<file path="config.mk">
export PLATFORM = sky130hd
export DESIGN_NAME = programmable_crc_generate_check_top
export DESIGN_NICKNAME = d
export VERILOG_FILES = /design/src/rtl/pcrc_pkg.sv /design/src/rtl/pcrc_step.sv /design/src/rtl/programmable_crc_generate_check_top.sv
export SDC_FILE = /design/constraint.sdc
export NUM_CORES = 1
export LEC_CHECK = 0
export ABC_CLOCK_PERIOD_IN_PS = 4900
export BUFFER_PORTS_ARGS = -buffer_cell sky130_fd_sc_hd__clkbuf_2
export CORE_AREA = 3 3 108 110
export DETAILED_ROUTE_END_ITERATION = 10
export DIE_AREA = 0 0 111 113
export GPL_TIMING_DRIVEN = 0
export HOLD_SLACK_MARGIN = 0.03
export PLACE_DENSITY = 0.79
export SLEW_MARGIN = 0
export SYNTH_ARGS = -nofsm -noshare
export SYNTH_HDL_FRONTEND = slang
export SYNTH_HIERARCHICAL = 1
export SYNTH_SLANG_ARGS = --single-unit
</file>
<file path="constraint.sdc">
create_clock -name clock -period 4.9 [get_ports clock]
set_input_delay 0.49 -clock clock [delete_from_list [all_inputs] [get_ports clock]]
set_output_delay 0.49 -clock clock [all_outputs]
set_load 0.005 [all_outputs]
</file>
<file path="src/rtl/pcrc_pkg.sv">
// Shared types and constants for the programmable serial CRC block.
`timescale 1ns / 1ps

package pcrc_pkg;

   // Largest generator degree, and so the width of the remainder
   localparam int MAX_DEGREE  = 32;
   localparam int REM_W       = MAX_DEGREE;
   localparam int REM_IDX_W   = (MAX_DEGREE > 1) ? $clog2(MAX_DEGREE) : 1;
   localparam int DEG_W       = 6;
   localparam int POLY_W      = 32;
   localparam int CRC_W       = 32;

   // Register file port
   localparam int CSR_INDEX_W = 2;
   localparam int CSR_DATA_W  = 32;

   localparam logic [CSR_INDEX_W-1:0] CSR_MODE     = CSR_INDEX_W'(0);
   localparam logic [CSR_INDEX_W-1:0] CSR_DEGREE   = CSR_INDEX_W'(1);
   localparam logic [CSR_INDEX_W-1:0] CSR_POLY_LOW = CSR_INDEX_W'(2);

   // Operating mode
   typedef enum logic {
      MODE_GENERATE = 1'b0,
      MODE_CHECK    = 1'b1
   } mode_type;

   // Live configuration, handed to the datapath as one group
   typedef struct packed {
      mode_type            mode;
      logic [DEG_W-1:0]    degree;
      logic [POLY_W-1:0]   poly_low;
   } cfg_type;

   // Input beat
   typedef struct packed {
      logic data_bit;
      logic last;
   } req_beat_type;

   // Result beat
   typedef struct packed {
      logic [CRC_W-1:0] crc_value;
      logic             remainder_zero;
      logic             generator_ok;
   } rsp_beat_type;

endpackage

</file>
<file path="src/rtl/pcrc_step.sv">
// One-bit LFSR update of the CRC remainder and the generator criteria check.
`timescale 1ns / 1ps

module pcrc_step (
   input  pcrc_pkg::cfg_type               cfg,
   input  logic [pcrc_pkg::REM_W-1:0]      rem,
   input  logic                            data_bit,
   output logic [pcrc_pkg::REM_W-1:0]      rem_next,
   output logic                            generator_ok
);
   import pcrc_pkg::*;

   logic [DEG_W-1:0]     eff_deg;
   logic [REM_IDX_W-1:0] top_idx;
   logic [REM_W-1:0]     mask;
   logic [REM_W-1:0]     poly_m;
   logic [REM_W-1:0]     shifted;
   logic                 top;
   logic                 fb;

   // Clamp degree into 1..MAX_DEGREE
   always_comb begin
      if (cfg.degree == '0) begin
         eff_deg = DEG_W'(1);
      end else if (cfg.degree > DEG_W'(MAX_DEGREE)) begin
         eff_deg = DEG_W'(MAX_DEGREE);
      end else begin
         eff_deg = cfg.degree;
      end
   end

   assign top_idx = REM_IDX_W'(eff_deg - DEG_W'(1));

   // Bits below the effective degree
   always_comb begin
      for (int i = 0; i < REM_W; i++) begin
         mask[i] = (DEG_W'(i) < eff_deg);
      end
   end

   assign poly_m = cfg.poly_low[REM_W-1:0] & mask;
   assign top    = rem[top_idx];

   // Generate shifts in zero and feeds the data bit back; check shifts the bit in
   always_comb begin
      if (cfg.mode == MODE_GENERATE) begin
         shifted = {rem[REM_W-2:0], 1'b0} & mask;
         fb      = top ^ data_bit;
      end else begin
         shifted = {rem[REM_W-2:0], data_bit} & mask;
         fb      = top;
      end
      rem_next = shifted ^ (fb ? poly_m : '0);
   end

   // Odd ones below the implied leading one means an even total: divisible by x+1
   assign generator_ok = poly_m[0] & (^poly_m);

endmodule

</file>
<file path="src/rtl/programmable_crc_generate_check_top.sv">
// Top level of the programmable serial CRC generator and checker.
`timescale 1ns / 1ps
//
// Bits of a message enter on the req_ channel, one beat per bit, first bit
// first; req_data.last marks the final bit. Only the beat with last set makes
// a result on the rsp_ channel: the remainder, a zero flag and a flag for the
// generator criteria. The remainder is then cleared for the next message.
// csr_ writes set mode, degree and polynomial into registers, with no wait
// for a message boundary. Throughput: one bit per cycle while no last beat
// waits on a stalled result; the remainder update is a feedback loop through
// one register (one shift, one tap select, one XOR). A last beat enters the
// input register when accepted, then the result register, raising rsp_valid.
// The receiver may stall at will: the result register holds its beat, and
// input beats without last keep flowing. A second last beat waits in the
// input register, and only then is req_stall raised.
// Reset (synchronous) empties both registers, clears the remainder and
// restores mode generate, degree 3, polynomial 1.

module programmable_crc_generate_check_top (
   input  logic                                clock,
   input  logic                                reset,
   input  logic                                req_valid,
   output logic                                req_stall,
   input  pcrc_pkg::req_beat_type              req_data,
   output logic                                rsp_valid,
   input  logic                                rsp_stall,
   output pcrc_pkg::rsp_beat_type              rsp_data,
   input  logic                                csr_we,
   input  logic [pcrc_pkg::CSR_INDEX_W-1:0]    csr_index,
   input  logic [pcrc_pkg::CSR_DATA_W-1:0]     csr_wdata
);
   import pcrc_pkg::*;

   cfg_type          cfg_ff, cfg_in;
   logic             in_valid_ff, in_valid_in;
   req_beat_type     in_beat_ff;
   logic             out_valid_ff, out_valid_in;
   rsp_beat_type     out_beat_ff;
   logic [REM_W-1:0] rem_ff, rem_in;
   logic [REM_W-1:0] rem_next;
   logic             generator_ok;
   logic             req_take;
   logic             advance;

   // Configuration registers
   always_comb begin
      cfg_in = cfg_ff;
      if (csr_we) begin
         case (csr_index)
            CSR_MODE:     cfg_in.mode     = mode_type'(csr_wdata[0]);
            CSR_DEGREE:   cfg_in.degree   = csr_wdata[DEG_W-1:0];
            CSR_POLY_LOW: cfg_in.poly_low = csr_wdata[POLY_W-1:0];
            default:      ;
         endcase
      end
   end

   always_ff @(posedge clock) begin
      if (reset) begin
         cfg_ff.mode     <= MODE_GENERATE;
         cfg_ff.degree   <= DEG_W'(3);
         cfg_ff.poly_low <= POLY_W'(1);
      end else begin
         cfg_ff <= cfg_in;
      end
   end

   // Flow control: a last beat moves on only if the result register can take it
   assign advance   = in_valid_ff & (~in_beat_ff.last | ~out_valid_ff | ~rsp_stall);
   assign req_stall = in_valid_ff & ~advance;
   assign req_take  = req_valid & ~req_stall;

   assign in_valid_in  = req_take | (in_valid_ff & ~advance);
   assign out_valid_in = (advance & in_beat_ff.last) | (out_valid_ff & rsp_stall);

   // Remainder datapath
   pcrc_step u_step (
      .cfg          (cfg_ff),
      .rem          (rem_ff),
      .data_bit     (in_beat_ff.data_bit),
      .rem_next     (rem_next),
      .generator_ok (generator_ok)
   );

   always_comb begin
      rem_in = rem_ff;
      if (advance) begin
         rem_in = in_beat_ff.last ? '0 : rem_next;
      end
   end

   // Control and remainder state
   always_ff @(posedge clock) begin
      if (reset) begin
         in_valid_ff  <= 1'b0;
         out_valid_ff <= 1'b0;
         rem_ff       <= '0;
      end else begin
         in_valid_ff  <= in_valid_in;
         out_valid_ff <= out_valid_in;
         rem_ff       <= rem_in;
      end
   end

   // Input beat register
   always_ff @(posedge clock) begin
      if (req_take) begin
         in_beat_ff <= req_data;
      end
   end

   // Result beat register
   always_ff @(posedge clock) begin
      if (advance & in_beat_ff.last) begin
         out_beat_ff.crc_value      <= CRC_W'(rem_next);
         out_beat_ff.remainder_zero <= (rem_next == '0);
         out_beat_ff.generator_ok   <= generator_ok;
      end
   end

   assign rsp_valid = out_valid_ff;
   assign rsp_data  = out_beat_ff;

endmodule

</file>
=== After elaboration in Yosys (flattened, before gate mapping) ===
Index checks and enable logic that the tools add are counted.

* Output and inout bits: 36
* Memories: 0
* Bits of input ports: 41
* Logic and storage cells: 83
* Memory bits (read-only): 0
* Latch bits: 0
* Bits in writable memories: 0
* Register bits: 109

* Bitwise operators: 20
* Order comparisons: 34
* Shifts and indexed selects: 0
* $add $sub $neg: 1
* Div/mod/pow operators: 0
* $mul: 0
* Muxes and demuxes: 8
* Reductions and logical operators: 7
* Equality and inequality tests: 2

{| class="wikitable"
|+ Operators with widths
! operator !! number
|-
| $and A32 B32 Y32 || 3
|-
| $lt A5 B6 Y1 const A || 16
|-
| $mux W32 || 3
|-
| $lt A4 B6 Y1 const A || 8
|-
| $logic_not A32 Y1 || 1
|-
| $reduce_xor A32 Y1 || 1
|-
| $xor A32 B32 Y32 || 1
|-
| $lt A3 B6 Y1 const A || 4
|-
| $lt A1 B6 Y1 const A || 2
|-
| $lt A2 B6 Y1 const A || 2
|-
| $mux W6 || 2
|-
| $and A1 B1 Y1 || 6
|-
| $gt A6 B6 Y1 const B || 1
|-
| $logic_not A6 Y1 || 1
|-
| $lt A5 B6 Y1 const B || 1
|-
| $reduce_and A2 Y1 || 3
|-
| $bmux W1 S5 || 1
|-
| $not A1 Y1 || 5
|-
| $sub A5 B1 Y5 const B || 1
|-
| $or A1 B1 Y1 || 4
|-
| $eq A2 B1 Y1 const B || 1
|-
| $eq A2 B2 Y1 const B || 1
|-
| $logic_not A2 Y1 || 1
|-
| $mux W1 || 2
|-
| $xor A1 B1 Y1 || 1
|}

=== Logic depth before layout (Yosys ltp) ===
Gate-level depths: netlist of the first run.

* Depth after elaboration: 11
* Gate-level depth with buffers: 21
* Gate-level depth less buffers: 16

=== Modules after synthesis ===
The synthesis of the first run kept the hierarchy.

{| class="wikitable"
|+ By module, submodules not included
! module !! cells each !! instances !! sequential area each (um^2) !! area each (um^2)
|-
| programmable_crc_generate_check_top || 296 || 1 || 2,542.4 || 3,647.2
|-
| pcrc_step || 396 || 1 || 0.0 || 2,672.6
|}

=== Worst setup path before layout of the first run ===
No wires, ideal clock.

* Path type: flip-flop to flip-flop
* From: register cfg_ff[34] in the netlist's numbering
* To: register out_beat_ff, in the netlist rsp_data[1] (data pin)
* Arrival time: 3,519 ps
* Data required time: 4,648 ps
* Slack: 1,129 ps
* Path buffers: 5
* Period minus slack after synthesis: 3,771 ps
* Cell stages (with the launch flop): 22
* Setup time: 252 ps
* Path through: dfxtp_1 buf_6 nor4_4 nor2_4 nor2_8 inv_6 buf_8 ha_1 buf_2 inv_2 xnor2_1 nand2_1 o211ai_1 nor3_1 or4_1 buf_6 buf_6 or3_1 a21boi_1 nor4_1 nand4_1 nor2_1

* Longest elaborated chain between the ends: 11
* Elaborated cells between the ends (all ways): 48
* Those cells by class: add/sub: 1; order compare: 33; mux: 7; bitwise: 5; reduce/logical: 2

{| class="wikitable"
|+ Ends and longest elaborated chain
! what !! line !! text
|-
| from (decl) || programmable_crc_generate_check_top.sv:34 || <nowiki>cfg_type cfg_ff, cfg_in;</nowiki>
|-
| from (signal assigned) || programmable_crc_generate_check_top.sv:64 || <nowiki>cfg_ff <= cfg_in;</nowiki>
|-
| $gt A6 B6 Y1 || pcrc_step.sv:25 || <nowiki>end else if (cfg.degree > DEG_W'(MAX_DEGREE)) begin</nowiki>
|-
| $mux W6 || pcrc_step.sv:25 ||
|-
| $mux W6 (*) || pcrc_step.sv:23 || <nowiki>if (cfg.degree == '0) begin</nowiki>
|-
| $sub A5 B1 Y5 || pcrc_step.sv:32 || <nowiki>assign top_idx = REM_IDX_W'(eff_deg - DEG_W'(1));</nowiki>
|-
| $bmux W1 S5 || pcrc_step.sv:42 || <nowiki>assign top = rem[top_idx];</nowiki>
|-
| $mux W1 (implied by the code) || pcrc_step.sv:42 ||
|-
| $xor A1 B1 Y1 || pcrc_step.sv:48 || <nowiki>fb = top ^ data_bit;</nowiki>
|-
| $mux W1 || pcrc_step.sv:46 || <nowiki>if (cfg.mode == MODE_GENERATE) begin</nowiki>
|-
| $mux W32 || pcrc_step.sv:53 || <nowiki>rem_next = shifted ^ (fb ? poly_m : '0);</nowiki>
|-
| $xor A32 B32 Y32 (*) || pcrc_step.sv:53 ||
|-
| net rem_next[0] || programmable_crc_generate_check_top.sv:40 || <nowiki>logic [REM_W-1:0] rem_next;</nowiki>
|-
| $logic_not A32 Y1 (*) || programmable_crc_generate_check_top.sv:116 || <nowiki>out_beat_ff.remainder_zero <= (rem_next == '0);</nowiki>
|-
| to (decl) || programmable_crc_generate_check_top.sv:38 || <nowiki>rsp_beat_type out_beat_ff;</nowiki>
|}

Mark *: on every way through the listed nets, which the timed path passes. The rest lies on a longest branch. The select of a mux whose other input is x is not followed.
A chain may end at the register's enable or synchronous reset.

=== Worst setup path in the final report of the first run ===
* From: register cfg_ff[37] in the netlist's numbering
* To: register out_beat_ff, in the netlist rsp_data[1] (data pin)

Same word-level chain as after synthesis.

==> results of run 1 <==
[area by class of cell]
class,count,area (µm²),area share [%]
clock buffers,10,127.6,1.799
well taps,140,175.2,2.469
flip-flops and latches,109,2542,35.84
inverters,8,38.79,0.5467
clock inverters,6,53.80,0.7584
repair buffers,76,402.9,5.679
multi-input cells,528,3461,48.78
plain buffers,47,292.8,4.127
[sequential cells by signal, summed over array words and instances (netlist names)]
signal	flops
cfg_ff	39
rsp_data	34
rem_ff	32
in_beat_ff	2
in_valid_ff	1
rsp_valid	1
[logic make-up (layout without fill, tap and decap cells)]
| group | after synthesis | in the layout | synth area share [%] |
|---|---|---|---|
| AO/OA/AOI/OAI | 143 | 143 | 15.78 |
| XOR/XNOR | 20 | 20 | 3.544 |
| adder cells (fa/ha/maj) | 2 | 2 | 0.3959 |
| buffers and inverters | 55 | 147 | 5.187 |
| flip-flops | 109 | 109 | 40.23 |
| multiplexers | 83 | 83 | 13.48 |
| AND/OR/NAND/NOR | 280 | 280 | 21.38 |
[layout by cell type (no fill, tap or decap), drive strengths merged, types with 5 or more instances in the layout]
cell type  count
a21oi         45
a22o          32
buf           31
clkbuf       102
clkinv         5
dfxtp         73
edfxtp        36
inv            7
mux2i         78
nand2        172
nand2b        27
nand3          8
nand3b         5
nor2          20
nor2b         10
nor3          10
nor4           9
o21ai         24
o21bai         6
o22ai          5
xnor2         13
[where the power goes]
part	internal, mW	total [mW]	switching (mW)
Combinational	0.113	0.283	0.169
Sequential	0.950	0.970	0.0204
Clock	0.231	0.520	0.289
[how the worst min path moves through the flow]
stage | end | from | depth (start not counted) | slack [ps]
2_1_floorplan | cfg_ff[33]$_SDFFE_PP1P_ | cfg_ff[33]$_SDFFE_PP1P_ | 1 | 440
3_3_place_gp | cfg_ff[33]$_SDFFE_PP1P_ | cfg_ff[33]$_SDFFE_PP1P_ | 1 | 460
3_5_place_dp | rem_ff[31]$_SDFFE_PP0P_ | rem_ff[31]$_SDFFE_PP0P_ | 1 | 470
4_1_cts | in_beat_ff[0]$_DFFE_PP_ | req_data[0] | 1 | 260
5_1_grt | in_beat_ff[0]$_DFFE_PP_ | req_data[0] | 1 | 260
6_report | in_beat_ff[0]$_DFFE_PP_ | req_data[0] | 1 | 280
[repair_timing]
| item | 4_1_cts | 5_1_grt |
|---|---|---|
| hold buffers | 0 | 0 |
| endpoints found under the setup margin | 0 | 1 |
| setup buffers | 0 | 0 |
| resized for setup | 0 | 1 |
[metrics by stage]
stage | hold slack [ps] | cells | instance area (µm²) | utilization, %
floorplan | 436.7 | 692 | 6320 | -
global placement | 462.9 | 907 | 6870 | 63.66
detailed placement | 468.7 | 908 | 6909 | 64.02
CTS | 256.2 | 924 | 7091 | 65.70
global route | 257.5 | 924 | 7094 | 65.73
finish | 278.1 | 924 | 7094 | 65.73
[per-layer routing]
layer / vias up / global-route usage, % / wire [µm]
met2: 256 / 44.90 / 8009
met3: 34 / 5.134 / 1268
li1: 2619 / - / -
met4: 0 / 10.51 / 517
met5: - / 0 / 0
met1: 2573 / 38.35 / 7625
==> out/qor.csv, run 1 <==
metric;value;unit
outcome;completed;
vias in the first global route;5124;
Levels on crit path;18;
Netlist Area Pre-Place;0.006320;mm²
WS Path Type;reg2reg;
RSZ-0062 raised after global routing;false;
distinct cell type count after synthesis;74;
DP Wirelength;13560;µm
Synth Flop Type;dfxtp_1;
Total GRT Usage;28.10;%
Routed WL;17420;µm
die height;113;µm
HP Class;in2reg;
TritonCTS clock tree;built;
delay-heaviest family, CP;simple AND/OR/NAND/NOR gates;
CP max FO;10;
startpoint types;flip-flop;
Pre-antenna DRT Iters;5;
IO Pins;77;
CTS buffer count;9;
Clock Latency Late Sink;380;ps
Syn Nets;735;
via density per instance;5.933;
Worst Setup SP;cfg_ff[37]$_SDFFE_PP0P_;
clock skew;10.51;ps
Post-Route Setup TNS;0;ps
DR DRC count;0;
Setup Viol. Count Final;0;
Final Power;1.773;mW
area share of the largest cell type after synthesis;23.12;%
number of synthesized register bits;109;
H-tree depth;3;
Leak;2.836;nW
# clock sinks;109;
gpl congestion;0.9413;
Critical Path RT;5140;ps
most instantiated library cell after synthesis;nand2_1;
Ys Warns;6;
Max VDD drop;0.2510;mV
f_max;214.3;MHz
cells on worst reg2reg path;18;
crit path to;rsp_data[1]$_DFFE_PP_;
Initial Util;58.56;%
Rows;38;
worst r2r dst;rsp_data[1]$_DFFE_PP_;
final net count;822;
first-pass GRT wire length;27610;µm
Power Dens Cells;250.0;mW/mm²
Port Buffers;75;
clock-pin slew on the worst setup and hold paths;90;ps
DR vias;5482;
initial antenna violation count;0;
DR WL/cell;18.85;µm
dpl ws;365.4;ps
period utilization;95.24;%
CTS Root Cell;clkbuf_8;
post-synthesis sequential area ratio;40.23;%
Final Hold Viols;0;
relative slew slack;56.56;%
Worst Tran Pin Value;651.6;ps
First DRT Iteration DRCs;448;
CP peak stage delay;560;ps
total core area;0.01079;mm²
Yosys top cell by area;dfxtp_1;
Mean Syn Cell Area;9.133;µm²
die width;111;µm
maximum clock insertion buffer count;2;
Worst EP arrival;4910;ps
diode count;0;
Max Cap Viol;0;
Setup WS post-layout;233.2;ps
Reg2Reg Launch Point;cfg_ff[37]$_SDFFE_PP0P_;
crit end category;flip-flop;
Area Overhead vs Synth;12.25;%
die area;0.01254;mm²
Cells after Synth;692;
FFs w/ async S/R, synth;0;%
register-to-register setup slack;230;ps
FILL cells;904;
Commonest cells post-synth;172 x nand2_1, 78 x mux2i_1, 73 x dfxtp_1, 44 x a21oi_1, 36 x edfxtp_1;
critical path's slowest cell;nor4_1;
max-slew violation count;0;
EDFF count, synth;36;
share of cells above drive strength 1;20.41;%
largest net degree at the start of global routing;26;
final antenna-violating net count;0;
gr ovfl total;0;
Final min period;4667;ps
worst-path cell chain;buf_4 -> and2b_1 -> clkinvlp_4 -> ha_1 -> buf_2 -> inv_2 -> xnor2_1 -> nand2_1 -> o211ai_1 -> nor3_1 -> or4_1 -> buf_6 -> buf_6 -> mux2i_1 -> mux2i_1 -> nor4_1 -> nand4_1 -> nor2_1;
synth top area cells;dfxtp_1 23%, edfxtp_1 17%, mux2i_1 12%;
worst path buffer plus inverter count;6;
Power figures use the tool's default switching activity.
==> run 2, diff against run 1 <==
--- a/config.mk
+++ b/config.mk
@@ -7,14 +7,13 @@
 export LEC_CHECK = 0
 export ABC_CLOCK_PERIOD_IN_PS = 4900
 export BUFFER_PORTS_ARGS = -buffer_cell sky130_fd_sc_hd__clkbuf_2
-export CORE_AREA = 3 3 108 110
+export CORE_AREA = 3 3 107 109
 export DETAILED_ROUTE_END_ITERATION = 10
-export DIE_AREA = 0 0 111 113
+export DIE_AREA = 0 0 110 112
 export GPL_TIMING_DRIVEN = 0
 export HOLD_SLACK_MARGIN = 0.03
-export PLACE_DENSITY = 0.79
+export PLACE_DENSITY = 0.78
 export SLEW_MARGIN = 0
 export SYNTH_ARGS = -nofsm -noshare
 export SYNTH_HDL_FRONTEND = slang
-export SYNTH_HIERARCHICAL = 1
 export SYNTH_SLANG_ARGS = --single-unit
==> run 2 against run 1 <==
  * Wire length rose by 5.0%
  * Critical path depth grew 1
  * Combinational power fell by 1%
  * Synthesized area decreased by 4.4%
==> out/qor.csv, run 2 <==
metric;value;unit
CTS buffer count;9;
# clock sinks;109;
number of synthesized register bits;109;
startpoint types;flip-flop;
Clock Latency Late Sink;380;ps
CTS Root Cell;clkbuf_8;
Critical Path RT;5110;ps
worst r2r dst;rsp_data[1]$_DFFE_PP_;
gr ovfl total;0;
final antenna-violating net count;0;
commonest non-fill, non-tap cell in the layout;nand2_1;
Power Dens Cells;253.2;mW/mm²
Reg2Reg Launch Point;cfg_ff[34]$_SDFFE_PP0P_;
Max VDD drop;0.1990;mV
Final min period;4683;ps
outcome;completed;
Port Buffers;75;
most frequent cells in the layout;171 x nand2_1, 75 x clkbuf_2, 73 x dfxtp_1;
XOR/XNOR Fraction of Synth Area;3.893;%
max-slew violation count;0;
relative slew slack;43.51;%
diode count;0;
EDFF count, synth;36;
First DRT Iteration DRCs;503;
synthesized-area fraction occupied by adder cells;0.6212;%
multiplexer area fraction after synthesis;10.93;%
Mean Syn Cell Area;8.427;µm²
CP max FO;11;
Leak;2.538;nW
die area;0.01232;mm²
Hold Path Stages;1;
DR vias;5609;
FFs w/ async S/R, synth;0;%
Final Util;64.48;%
clock skew;14.13;ps
Rows;38;
area share of the largest cell type after synthesis;24.19;%
die width;110;µm
HP Class;in2reg;
Final Hold Viols;0;
final net count;847;
f_max;213.5;MHz
DR WL/cell;19.29;µm
Worst Tran Pin Value;847.3;ps
Reg with most FFs;cfg_ff;
most instantiated library cell after synthesis;nand2_1;
via density per instance;5.917;
clock-pin slew on the worst setup and hold paths;100;ps
post-synthesis sequential area ratio;42.08;%
Area Overhead vs Synth;14.16;%
Yosys top cell by area;dfxtp_1;
Pre-antenna DRT Iters;5;
Commonest cells post-synth;171 x nand2_1, 73 x dfxtp_1, 66 x mux2i_1, 56 x nor2_1, 52 x a21oi_1;
max reg flops;39;
IO Pins;77;
Ys Warns;0;
Synth Area in Compound Gates;15.32;%
distinct cell type count after synthesis;53;
share of cells above drive strength 1;15.84;%
Netlist Area Pre-Place;0.006042;mm²
TritonCTS clock tree;built;
Initial Util;56.48;%
Setup Viol. Count Final;0;
CTS Hold Buffers Added;0;
period utilization;95.58;%
total core area;0.01070;mm²
Synth Flop Type;dfxtp_1;
first-pass GRT wire length;28980;µm
H-tree depth;3;
maximum clock insertion buffer count;2;
crit end category;flip-flop;
Total GRT Usage;31.00;%
initial antenna violation count;0;
vias in the first global route;5345;
worst hold path startpoint;req_data[1];
die height;112;µm
cells on worst reg2reg path;19;
Hold Path Sink;in_beat_ff[1]$_DFFE_PP_;
Post-Route Setup TNS;0;ps
main combinational cell family by area after synthesis;simple AND/OR/NAND/NOR gates;
Post-Synth Simple-Gate Area;23.19;%
DR DRC count;0;
Routed WL;18280;µm
synth top area cells;dfxtp_1 24%, edfxtp_1 18%, mux2i_1 11%;
DP Wirelength;14030;µm
Syn Nets;761;
register-to-register setup slack;220;ps
Max Cap Viol;0;
largest net degree at the start of global routing;36;
number of setup buffers added after CTS;0;
gpl congestion;0.9557;
WS Path Type;reg2reg;
Worst EP arrival;4900;ps
Cells after Synth;717;
==> run 2: cell types whose count changed in the layout (fill, tap and decap cells not counted), sizes merged, moves of 12 or more <==
| cell | delta |
|---|---|
| nor2 | +36 |
| a22oi | +33 |
| a22o | -32 |
| buf | -21 |
| clkbuf | +19 |
| mux2i | -12 |
==> run 2: critical path: stages, from the launching register on <==
cell,delay [ps]
dfxtp_1,310
buf_4,150
nor4_2,280
o21ai_2,100
buf_6,170
buf_6,170
ha_1,240
xnor2_2,170
or2_1,280
o22ai_1,150
nor3_1,60
or4_1,530
buf_4,200
clkbuf_4,250
buf_6,210
mux2i_2,260
mux2i_2,150
nor4_4,290
nand4_1,270
nor4_2,260
==> run 2: final cells by class <==
class / instances / area, µm²
fill: 972 / 3800
multi-input combinational: 553 / 3390
sequential: 109 / 2542
timing repair buffer: 75 / 375.4
buffer: 45 / 210.2
tap: 140 / 175.2
clock buffer: 11 / 141.4
inverter: 10 / 37.54
clock inverter: 5 / 26.28
==> run 2: worst max-delay path by stage <==
stage,startpoint,endpoint,slack (ps),cells past startpoint
after detailed placement,cfg_ff[34]$_SDFFE_PP0P_,rsp_data[1]$_DFFE_PP_,-160,19
after CTS,cfg_ff[34]$_SDFFE_PP0P_,rsp_data[1]$_DFFE_PP_,2,19
final,cfg_ff[34]$_SDFFE_PP0P_,rsp_data[1]$_DFFE_PP_,220,19
after global placement,cfg_ff[33]$_SDFFE_PP1P_,rsp_data[1]$_DFFE_PP_,-150,17
after floorplan,cfg_ff[34]$_SDFFE_PP0P_,rsp_data[1]$_DFFE_PP_,640,17
after global routing,cfg_ff[34]$_SDFFE_PP0P_,rsp_data[1]$_DFFE_PP_,-7,17
==> run 2: cell families (layout without fill, tap and decap cells) <==
kind of cell,Yosys count,in the layout
multiplexers,66,66
AO/OA/AOI/OAI,148,148
buffers and inverters,55,146
adder cells (fa/ha/maj),3,3
flip-flops,109,109
XOR/XNOR,26,26
AND/OR/NAND/NOR,310,310
==> run 2: power by group <==
part / switching, mW / leakage [nW] / total [mW] / internal, mW
clock: 0.296 / 0.0865 / 0.491 / 0.195
sequential: 0.0210 / 0.899 / 0.976 / 0.955
combinational: 0.177 / 1.55 / 0.279 / 0.102
total: 0.494 / 2.54 / 1.75 / 1.25
==> run 2: stage by stage <==
stage | power (mW) | std cells | area [µm²] | hold WS [ps] | setup slack, ps
2_1_floorplan | 1.160 | 717 | 6042 | 451.9 | 635.2
4_1_cts | 1.738 | 948 | 6783 | 267.1 | 2.165
5_1_grt | 1.817 | 948 | 6898 | 270.4 | -7.173
3_5_place_dp | 1.254 | 932 | 6594 | 480.7 | -162.9
6_report | 1.746 | 948 | 6898 | 285.9 | 216.7
3_3_place_gp | 1.248 | 932 | 6593 | 476.7 | -150.7
==> run 2: timing repair <==
item,CTS,global route
endpoints found under the setup margin,1,1
gates resized for setup,4,24
pin swaps,2,4
==> run 2: routing by layer <==
layer / global-route usage (%) / vias up / wire, µm
met5: 0 / - / 0
met4: 11.14 / 0 / 454
met3: 4.522 / 27 / 1612
met2: 45.67 / 257 / 8042
met1: 45.95 / 2644 / 8173
li1: - / 2681 / -
